$ cat src/rtl/cdq_pkg.sv
`default_nettype none

package cdq_pkg;

	// Element, request and status types.
	typedef logic [31:0] word_t;
	typedef logic [2:0] op_t;
	typedef logic [1:0] status_t;

	// Request codes.
	localparam op_t OP_PUSH_FRONT = 3'd0;
	localparam op_t OP_PUSH_BACK  = 3'd1;
	localparam op_t OP_POP_FRONT  = 3'd2;
	localparam op_t OP_POP_BACK   = 3'd3;
	localparam op_t OP_PEEK_FRONT = 3'd4;
	localparam op_t OP_PEEK_BACK  = 3'd5;
	localparam op_t OP_CLEAR      = 3'd6;

	// Status codes.
	localparam status_t ST_OK        = 2'd0;
	localparam status_t ST_OVERFLOW  = 2'd1;
	localparam status_t ST_UNDERFLOW = 2'd2;

	// Data returned by a pop or peek on an empty deque.
	localparam word_t UNDERFLOW_WORD = 32'hFFFF_FFFF;

endpackage

`default_nettype wire

$ cat src/rtl/cdq_ram.sv
`default_nettype none

module cdq_ram #(
	parameter int WIDTH = 32,
	parameter int DEPTH = 16
) (
	input  wire logic                                   clk,
	input  wire logic                                   we,
	input  wire logic [(DEPTH > 1 ? $clog2(DEPTH) : 1)-1:0] waddr,
	input  wire logic [WIDTH-1:0]                       wdata,
	input  wire logic                                   re,
	input  wire logic [(DEPTH > 1 ? $clog2(DEPTH) : 1)-1:0] raddr,
	output logic      [WIDTH-1:0]                       rdata
);

	logic [WIDTH-1:0] mem_q [DEPTH];

	// One write port and one read port with a registered read.
	always_ff @(posedge clk) begin
		if (we) begin
			mem_q[waddr] <= wdata;
		end
		if (re) begin
			rdata <= mem_q[raddr];
		end
	end

endmodule

`default_nettype wire

$ cat src/rtl/circular_double_ended_queue.sv
// Channel   Handshake       Fields                              Direction
// request   start / busy    op, value                           in
// result    done            data, status, is_empty, is_full     out
//
// One request is taken in every cycle; busy stays low.
// The result of a request shows in the cycle after it is accepted, since the
// element memory has a registered read.
// Reset empties the deque at once; the element memory needs no clearing.
// Results cannot be stalled: done is high for a single cycle per item.
`default_nettype none

module circular_double_ended_queue #(
	parameter int DEPTH = 16
) (
	input  wire logic             clk,
	input  wire logic             arst_n,
	input  wire logic             start,
	output logic                  busy,
	input  wire cdq_pkg::op_t     op,
	input  wire cdq_pkg::word_t   value,
	output logic                  done,
	output cdq_pkg::word_t        data,
	output cdq_pkg::status_t      status,
	output logic                  is_empty,
	output logic                  is_full
);

	import cdq_pkg::*;

	localparam int PW = (DEPTH > 1) ? $clog2(DEPTH) : 1;
	localparam int OW = $clog2(DEPTH + 1);
	localparam logic [PW-1:0] PTR_LAST = PW'(DEPTH - 1);
	localparam logic [OW-1:0] OCC_FULL = OW'(DEPTH);

	logic [PW-1:0] head_q, tail_q;
	logic [OW-1:0] occ_q;

	logic [PW-1:0] head_d, tail_d;
	logic [OW-1:0] occ_d;
	logic          acc;
	logic          cur_empty, cur_full;
	logic          we, re;
	logic [PW-1:0] waddr, raddr;
	status_t       status_d;
	word_t         rdata;

	logic    done_s1, use_ram_s1, empty_s1, full_s1;
	status_t status_s1;

	function automatic logic [PW-1:0] wrap_inc(input logic [PW-1:0] p);
		return (p == PTR_LAST) ? '0 : p + PW'(1);
	endfunction

	function automatic logic [PW-1:0] wrap_dec(input logic [PW-1:0] p);
		return (p == '0) ? PTR_LAST : p - PW'(1);
	endfunction

	assign busy = 1'b0;
	assign acc = start && !busy;
	assign cur_empty = (occ_q == '0);
	assign cur_full = (occ_q == OCC_FULL);

	// Decode the request against the current pointers and occupancy.
	always_comb begin
		head_d = head_q;
		tail_d = tail_q;
		occ_d = occ_q;
		status_d = ST_OK;
		we = 1'b0;
		re = 1'b0;
		waddr = '0;
		raddr = (op inside {OP_POP_FRONT, OP_PEEK_FRONT}) ? head_q : tail_q;
		case (op)
			OP_PUSH_FRONT, OP_PUSH_BACK: begin
				if (cur_full) begin
					status_d = ST_OVERFLOW;
				end else begin
					we = 1'b1;
					occ_d = occ_q + OW'(1);
					if (cur_empty) begin
						head_d = '0;
						tail_d = '0;
						waddr = '0;
					end else if (op == OP_PUSH_FRONT) begin
						head_d = wrap_dec(head_q);
						waddr = head_d;
					end else begin
						tail_d = wrap_inc(tail_q);
						waddr = tail_d;
					end
				end
			end
			OP_POP_FRONT, OP_POP_BACK, OP_PEEK_FRONT, OP_PEEK_BACK: begin
				if (cur_empty) begin
					status_d = ST_UNDERFLOW;
				end else begin
					re = 1'b1;
					if (op inside {OP_POP_FRONT, OP_POP_BACK}) begin
						if (occ_q == OW'(1)) begin
							head_d = '0;
							tail_d = '0;
							occ_d = '0;
						end else begin
							occ_d = occ_q - OW'(1);
							if (op == OP_POP_FRONT) begin
								head_d = wrap_inc(head_q);
							end else begin
								tail_d = wrap_dec(tail_q);
							end
						end
					end
				end
			end
			OP_CLEAR: begin
				head_d = '0;
				tail_d = '0;
				occ_d = '0;
			end
			default: begin
			end
		endcase
	end

	// Pointer and occupancy registers.
	always_ff @(posedge clk or negedge arst_n) begin
		if (!arst_n) begin
			head_q <= '0;
			tail_q <= '0;
			occ_q <= '0;
		end else if (acc) begin
			head_q <= head_d;
			tail_q <= tail_d;
			occ_q <= occ_d;
		end
	end

	// Result stage, aligned with the memory read.
	always_ff @(posedge clk or negedge arst_n) begin
		if (!arst_n) begin
			done_s1 <= 1'b0;
			use_ram_s1 <= 1'b0;
			status_s1 <= ST_OK;
			empty_s1 <= 1'b1;
			full_s1 <= 1'b0;
		end else begin
			done_s1 <= acc;
			if (acc) begin
				use_ram_s1 <= re;
				status_s1 <= status_d;
				empty_s1 <= (occ_d == '0);
				full_s1 <= (occ_d == OCC_FULL);
			end
		end
	end

	// Element memory.
	cdq_ram #(
		.WIDTH(32),
		.DEPTH(DEPTH)
	) u_ram (
		.clk  (clk),
		.we   (acc && we),
		.waddr(waddr),
		.wdata(value),
		.re   (acc && re),
		.raddr(raddr),
		.rdata(rdata)
	);

	// Result outputs.
	assign done = done_s1;
	assign status = status_s1;
	assign is_empty = empty_s1;
	assign is_full = full_s1;
	assign data = use_ram_s1 ? rdata :
		((status_s1 == ST_UNDERFLOW) ? UNDERFLOW_WORD : '0);

endmodule

`default_nettype wire

$ cat config.mk
export PLATFORM = sky130hd
export DESIGN_NAME = circular_double_ended_queue
export DESIGN_NICKNAME = d
export VERILOG_FILES = /design/src/rtl/cdq_pkg.sv /design/src/rtl/cdq_ram.sv /design/src/rtl/circular_double_ended_queue.sv
export SDC_FILE = /design/constraint.sdc
export NUM_CORES = 1
export LEC_CHECK = 0
export BUFFER_PORTS_ARGS = -buffer_cell sky130_fd_sc_hd__clkbuf_2
export CORE_UTILIZATION = 56
export CTS_CLUSTER_SIZE = 40
export DETAILED_ROUTE_END_ITERATION = 6
export HOLD_SLACK_MARGIN = 0.03
export PLACE_DENSITY = 0.76
export RECOVER_POWER = 50
export SLEW_MARGIN = 20
export SYNTH_ARGS = -nofsm -noshare
export SYNTH_HDL_FRONTEND = slang
export SYNTH_SLANG_ARGS = --single-unit
$ cat constraint.sdc
create_clock -name clk -period 3.6 [get_ports clk]
set_input_delay 0.72 -clock clk [delete_from_list [all_inputs] [get_ports clk]]
set_output_delay 0.72 -clock clk [all_outputs]
set_load 0.03 [all_outputs]
# After elaboration in Yosys (flattened, before gate mapping)
# Memories as Yosys holds them, arrays and structs flattened. A register that Yosys moved wholly into a read port is not among the register bits.
# Cells that the tools add are included.
# op_classes
reduce_logical,14
mux,41
add_sub_neg,6
n_eq_ne,19
# op_table
cell,count
two-way mux 4 bit,23
two-way mux 32 bit,2
case mux 4 bit (3 select lines),2
two-way mux 5 bit,4
case mux 5 bit (3 select lines),1
AND reduction 7 bit,2
inequality test 3 bit (second input constant),4
equality test 5 bit (second input constant),2
zero test 5 bit,2
equality test 3 bit (second input constant),3
adder 4 x 1 -> 4 bit (second input constant),2
equality test 4 bit (second input constant),2
zero test 4 bit,2
subtractor 4 x 1 -> 4 bit (second input constant),2
two-way mux 1 bit,7
equality test 3 x 2 -> 1 bit (second input constant),2
inequality test 2 bit (second input constant),3
adder 5 x 1 -> 5 bit (second input constant),1
equality test 5 x 1 -> 1 bit (second input constant),1
subtractor 5 x 1 -> 5 bit (second input constant),1
case mux 2 bit (2 select lines),1
nonzero test 2 bit,2
OR reduction 4 bit,1
equality test 3 x 1 -> 1 bit (second input constant),1
other kinds (6),7
# word_totals
ramBits,512
output_inout_bits,38
input_bits,38
mem_count,1
register_bits,19
# memory_table
name,words,width,read_ports,rd_ports_with_merged_regs,write_ports,line_no,text
u_ram.mem_q,16,32,1,1,1,cdq_ram.sv:16,logic [WIDTH-1:0] mem_q [DEPTH];

# Logic depth before layout (Yosys ltp)
# logic_depth
word_depth,7
depth_mapped,10
mapped_depth_nobuf,8

# By module
# A second synthesis with hierarchy kept.
# unflattened
hier_cells,1083
area_unflattened_um2,22115.0
# by_module_without_submodules
module,seq_area_each_um2,n_inst,cells_each,area_per_inst_um2
cdq_ram,16335.7,1,838,20155.6
circular_double_ended_queue,476.7,1,245,1959.4

# Least setup slack after synthesis
# Ideal clock, no wire load.
# synth_timing
kind,input to register
start,input port op[1]
end,register u_ram.rdata[0] (read register of u_ram.mem_q) (enable)
required_time_ns,3.136
n_path_buf,2
stages,4
slack_ns,-0.355
t_arrival_ns,3.492
setup_ns,0.464
path_cell_list,buf_2 > xnor2_1 > buf_2 > nor3_1
# synth_between
elab_chain_cells,4
# synth_rtl
item,line_no,text
from (decl),circular_double_ended_queue.sv:19,"input wire cdq_pkg::op_t op,"
equality test 3 bit / equality test 3 x 2 -> 1 bit (equally long branches),circular_double_ended_queue.sv:73,case (op)
OR reduction 4 bit (*),circular_double_ended_queue.sv:73,
two-way mux 1 bit (*),circular_double_ended_queue.sv:73,
logical AND 1 bit (*),circular_double_ended_queue.sv:165,".re (acc && re),"
named net u_ram.re,cdq_ram.sv:11,"input wire logic re,"
to (decl),cdq_ram.sv:13,output logic [WIDTH-1:0] rdata
# Mark *: on every way through the listed nets, which the timed path passes. The rest lies on a longest branch.
# A chain may end at the register's enable or synchronous reset.

# Worst setup path after layout
# layout_timing
start,input port op[0]
end,register u_ram.rdata[4] (read register of u_ram.mem_q) (data pin)
# layout_between
elab_chain_cells,4
# layout_rtl
item,line_no
equality test 3 bit (tied with other cells),"circular_double_ended_queue.sv:72, circular_double_ended_queue.sv:73"
OR reduction 4 bit,circular_double_ended_queue.sv:73
two-way mux 1 bit,circular_double_ended_queue.sv:73
logical AND 1 bit,circular_double_ended_queue.sv:165
# Parallel ways exist; a longest one is shown, timed or not.

==> metrics.md <==
| Metric | Value |
|---|---|
| Run status | finished, final reports clean |
| Maximum number of pins on one net before global-route repair | 98 |
| Placed insts | 2063 |
| Startpoint kind of the worst setup timing path | primary input |
| Fin. max-slew vios | 0 |
| Path class of the lowest-slack min-delay path | primary input to asynchronous set/reset pin |
| DRC violation count after routing | 0 |
| Final worst path period share | 91.39% |
| Horizontal die dimension | 205.0 um |
| Cells taking the most area after synthesis | sky130_fd_sc_hd__edfxtp_1, sky130_fd_sc_hd__mux2_2, sky130_fd_sc_hd__nand3_1 |
| Net count of the mapped netlist | 1558 |
| Leakage | 8.740 nW |
| Number of clock sinks seen by CTS | 563 |
| Average wire per cell in the routed design | 25.15 um |
| Async set-reset flop share out of synthesis | 3.375% |
| Gpl congestion | 0.8670 |
| Instance count of the mapped netlist | 1512 |
| Worst hold margin | 276.1 ps |
| Data required time at the worst endpoint | 3940 ps |
| Buffer levels on the longest clock path | 3 |
| Syn Std Cell Area | 0.02308 sq mm |
| Filler cell count in the final layout | 2887 |
| Number of enable flip-flop cells after synthesis | 544 |
| Initial detailed-routing violation count | 1779 |
| Count of endpoints failing setup in the final report | 0 |
| Starting density of the core | 56.66% |
| Die Y | 205.0 um |
| Number of buffers added by the clock tree synthesis step | 53 |
| Type of destination of the critical path | flip-flop |
| Quantity of hold-fixing buffers added after cts | 0 |
| Power per cell area | 694.0 mW/mm^2 |
| Number of core rows | 74 |
| WL met2 | 26930 um |
| HPWL after detailed placement | 29280 um |
| Detail-routed via count per cell | 6.464 |
| Share of layout cells above drive strength 1 | 16.52% |
| Number of global-route vias before repair | 13862 |
| Final total negative setup slack | 0 ps |
| Area growth, synth to finish | 12.92% |
| Worst rel slew slack | 7.648% |
| CTS tree | yes |
| Actual transition at the worst max-transition pin | 1385 ps |
| Minimum setup slack in the final design | 310.0 ps |
| Clock period minus final worst setup slack | 3290 ps |
| WL met1 | 21770 um |
| Unrepaired setup endpoints after global routing | false |
| Net count of the finished layout | 1633 |
| Final Power | 18.09 mW |
| CP Data Arrival Time | 3630 ps |
| Number of antenna violations at the first check in global routing | 1 |
| Syn Area/Cell | 15.27 sq um |
| Total non-filler cell area in the finished layout | 0.02607 sq mm |
| Number of nets with antenna violations after detailed routing | 0 |
| Share of Yosys cell area claimed by the top area cell type | 70.76% |
| Number of port buffers | 74 |
| Clock Skew | 27.48 ps |
| Yosys top cell by area | sky130_fd_sc_hd__edfxtp_1 |
| Total wire length | 54390 um |
| Top post-synthesis cells by count | sky130_fd_sc_hd__edfxtp_1, sky130_fd_sc_hd__nand3_1, sky130_fd_sc_hd__o21ai_0 |
| Final Hold Fails | 0 |
| Post-Place Cell Area | 0.02452 sq mm |
| Area of the core region | 0.04074 sq mm |
| Met3 routed wirelength | 4239 um |
| Post-synth top flop | sky130_fd_sc_hd__edfxtp_1 |
| Top layer used by detailed routing | met4 |
| Non-filler cells, final | 2162 |
| Count of cell types in the netlist | 64 |
| Count leader, synth | sky130_fd_sc_hd__edfxtp_1 |
| # IOs | 76 |
| Max-cap violations | 0 |
| Highest clock frequency the design can meet | 0.3040 GHz |
| Setup Crit Path Kind | primary input to flip-flop |
| Cells resized by post-CTS repair | 0 |
| Number of setup buffers added after CTS | 0 |
| H-Tree Depth | 2 |
| Clock network latency to the later pin of the worst-skew pair | 610 ps |
| GR Util All Layers | 26.29% |
| Final core utilization | 63.99% |
| Total vias in the final route | 13975 |
| Warnings, synthesis | 0 |
| First-pass detailed-route iteration total | 5 |
| Post-synthesis register bit count | 563 |
| Total grt overflow | 0 |
| Largest vdd supply drop | 440.4 uV |
| Total die area | 0.04204 sq mm |
| Wire length of the first global-routing pass | 82350 um |
| Sequential element share of the synthesized area | 72.83% |
| Setup slack at placement | 296.8 ps |
| Clk slew on worst S/H paths | 60 ps |
| Largest fanout of any net on the critical path | 31 |
| Clock root buffer | sky130_fd_sc_hd__clkbuf_16 |
-- registers in the layout, summed over array words and instances (netlist names), 2 cells and up --
| signal | flops |
|---|---|
| u_ram.mem_q | 512 |
| u_ram.rdata | 32 |
| occ_q | 5 |
| head_q | 4 |
| tail_q | 4 |
| status | 2 |
-- critical path, cell delays in order --
cell and delay, ps:
sky130_fd_sc_hd__clkbuf_2 160, sky130_fd_sc_hd__inv_1 240, sky130_fd_sc_hd__clkbuf_1 310, sky130_fd_sc_hd__nand3_1 250, sky130_fd_sc_hd__a221oi_1 570, sky130_fd_sc_hd__nand2_1 110
sky130_fd_sc_hd__clkbuf_2 600, sky130_fd_sc_hd__o2111ai_1 530, sky130_fd_sc_hd__nor3_1 110
-- power breakdown --
part | total [mW] | switching, mW | internal (mW)
sequential | 7.86 | 0.241 | 7.62
combinational | 5.03 | 3.19 | 1.84
clock | 5.20 | 2.32 | 2.88
-- metal layers --
| metal | vias to the layer above | track usage [%] |
|---|---|---|
| li1 | 6173 | - |
| met1 | 7043 | 35.73 |
| met2 | 654 | 43.07 |
| met3 | 105 | 4.009 |
| met4 | 0 | 9.815 |
| met5 | - | 0 |
-- final timing paths --
check / from / end / slack, ps / cells past startpoint
worst max-delay path: op[0] / u_ram.rdata[4]$_DFFE_PP_ / 310 / 9
worst min-delay path: arst_n / use_ram_s1$_DFFE_PN0P_ / 280 / 1
worst max register to register: head_q[1]$_DFFE_PN0P_ / u_ram.mem_q[7][13]$_DFFE_PP_ / 500 / 7
worst min register to register: is_full$_DFFE_PN0P_ / is_full$_DFFE_PN0P_ / 520 / 1
max in group asynchronous: arst_n / tail_q[1]$_DFFE_PN0P_ / 2680 / 1
min in group clk: is_full$_DFFE_PN0P_ / is_full$_DFFE_PN0P_ / 520 / 1
-- final cells by class --
cell class	instances	area, sq um	area share (%)
multi-input cells	823	5918	22.70
diodes	2	5.005	0.01920
inverters	12	45.04	0.1728
well taps	532	665.6	2.554
clock buffers	71	1404	5.385
repair buffers	134	1016	3.897
clock inverters	25	201.4	0.7728
flip-flops and latches	563	16810	64.50
-- layout by cell type, fill, tap and decap left out, drive strengths merged, types with 3 or more instances in the layout --
| cell | count |
|---|---|
| nand3 | 142 |
| o21ai | 114 |
| xor2 | 3 |
| edfxtp | 544 |
| dfrtp | 18 |
| clkinv | 20 |
| and3 | 3 |
| a22o | 33 |
| buf | 56 |
| a211oi | 3 |
| nor3 | 40 |
| o31ai | 4 |
| o211ai | 4 |
| o2111ai | 33 |
| nand4 | 62 |
| xnor2 | 3 |
| a22oi | 5 |
| and2 | 4 |
| a221oi | 3 |
| nand2 | 28 |
| o22ai | 36 |
| a31oi | 4 |
| a21o | 34 |
| nand2b | 7 |
| mux2 | 99 |
| a21oi | 18 |
| clkbuf | 149 |
| or2 | 3 |
| nor3b | 4 |
| mux2i | 66 |
| inv | 13 |
| nor2 | 37 |
| ha | 8 |
-- cells by family after synthesis --
| kind of cell | share of synthesized area, % |
|---|---|
| DFF | 72.83 |
| and+or+nand+nor | 7.772 |
| AOI/OAI and AO/OA | 8.678 |
| muxes | 7.691 |
| buffers and inverters | 2.320 |
| adders and majority gates | 0.4336 |
| xor gates and xnor gates | 0.2602 |
| other | 0.01624 |
Note: power is estimated with default switching activity, not from simulation.
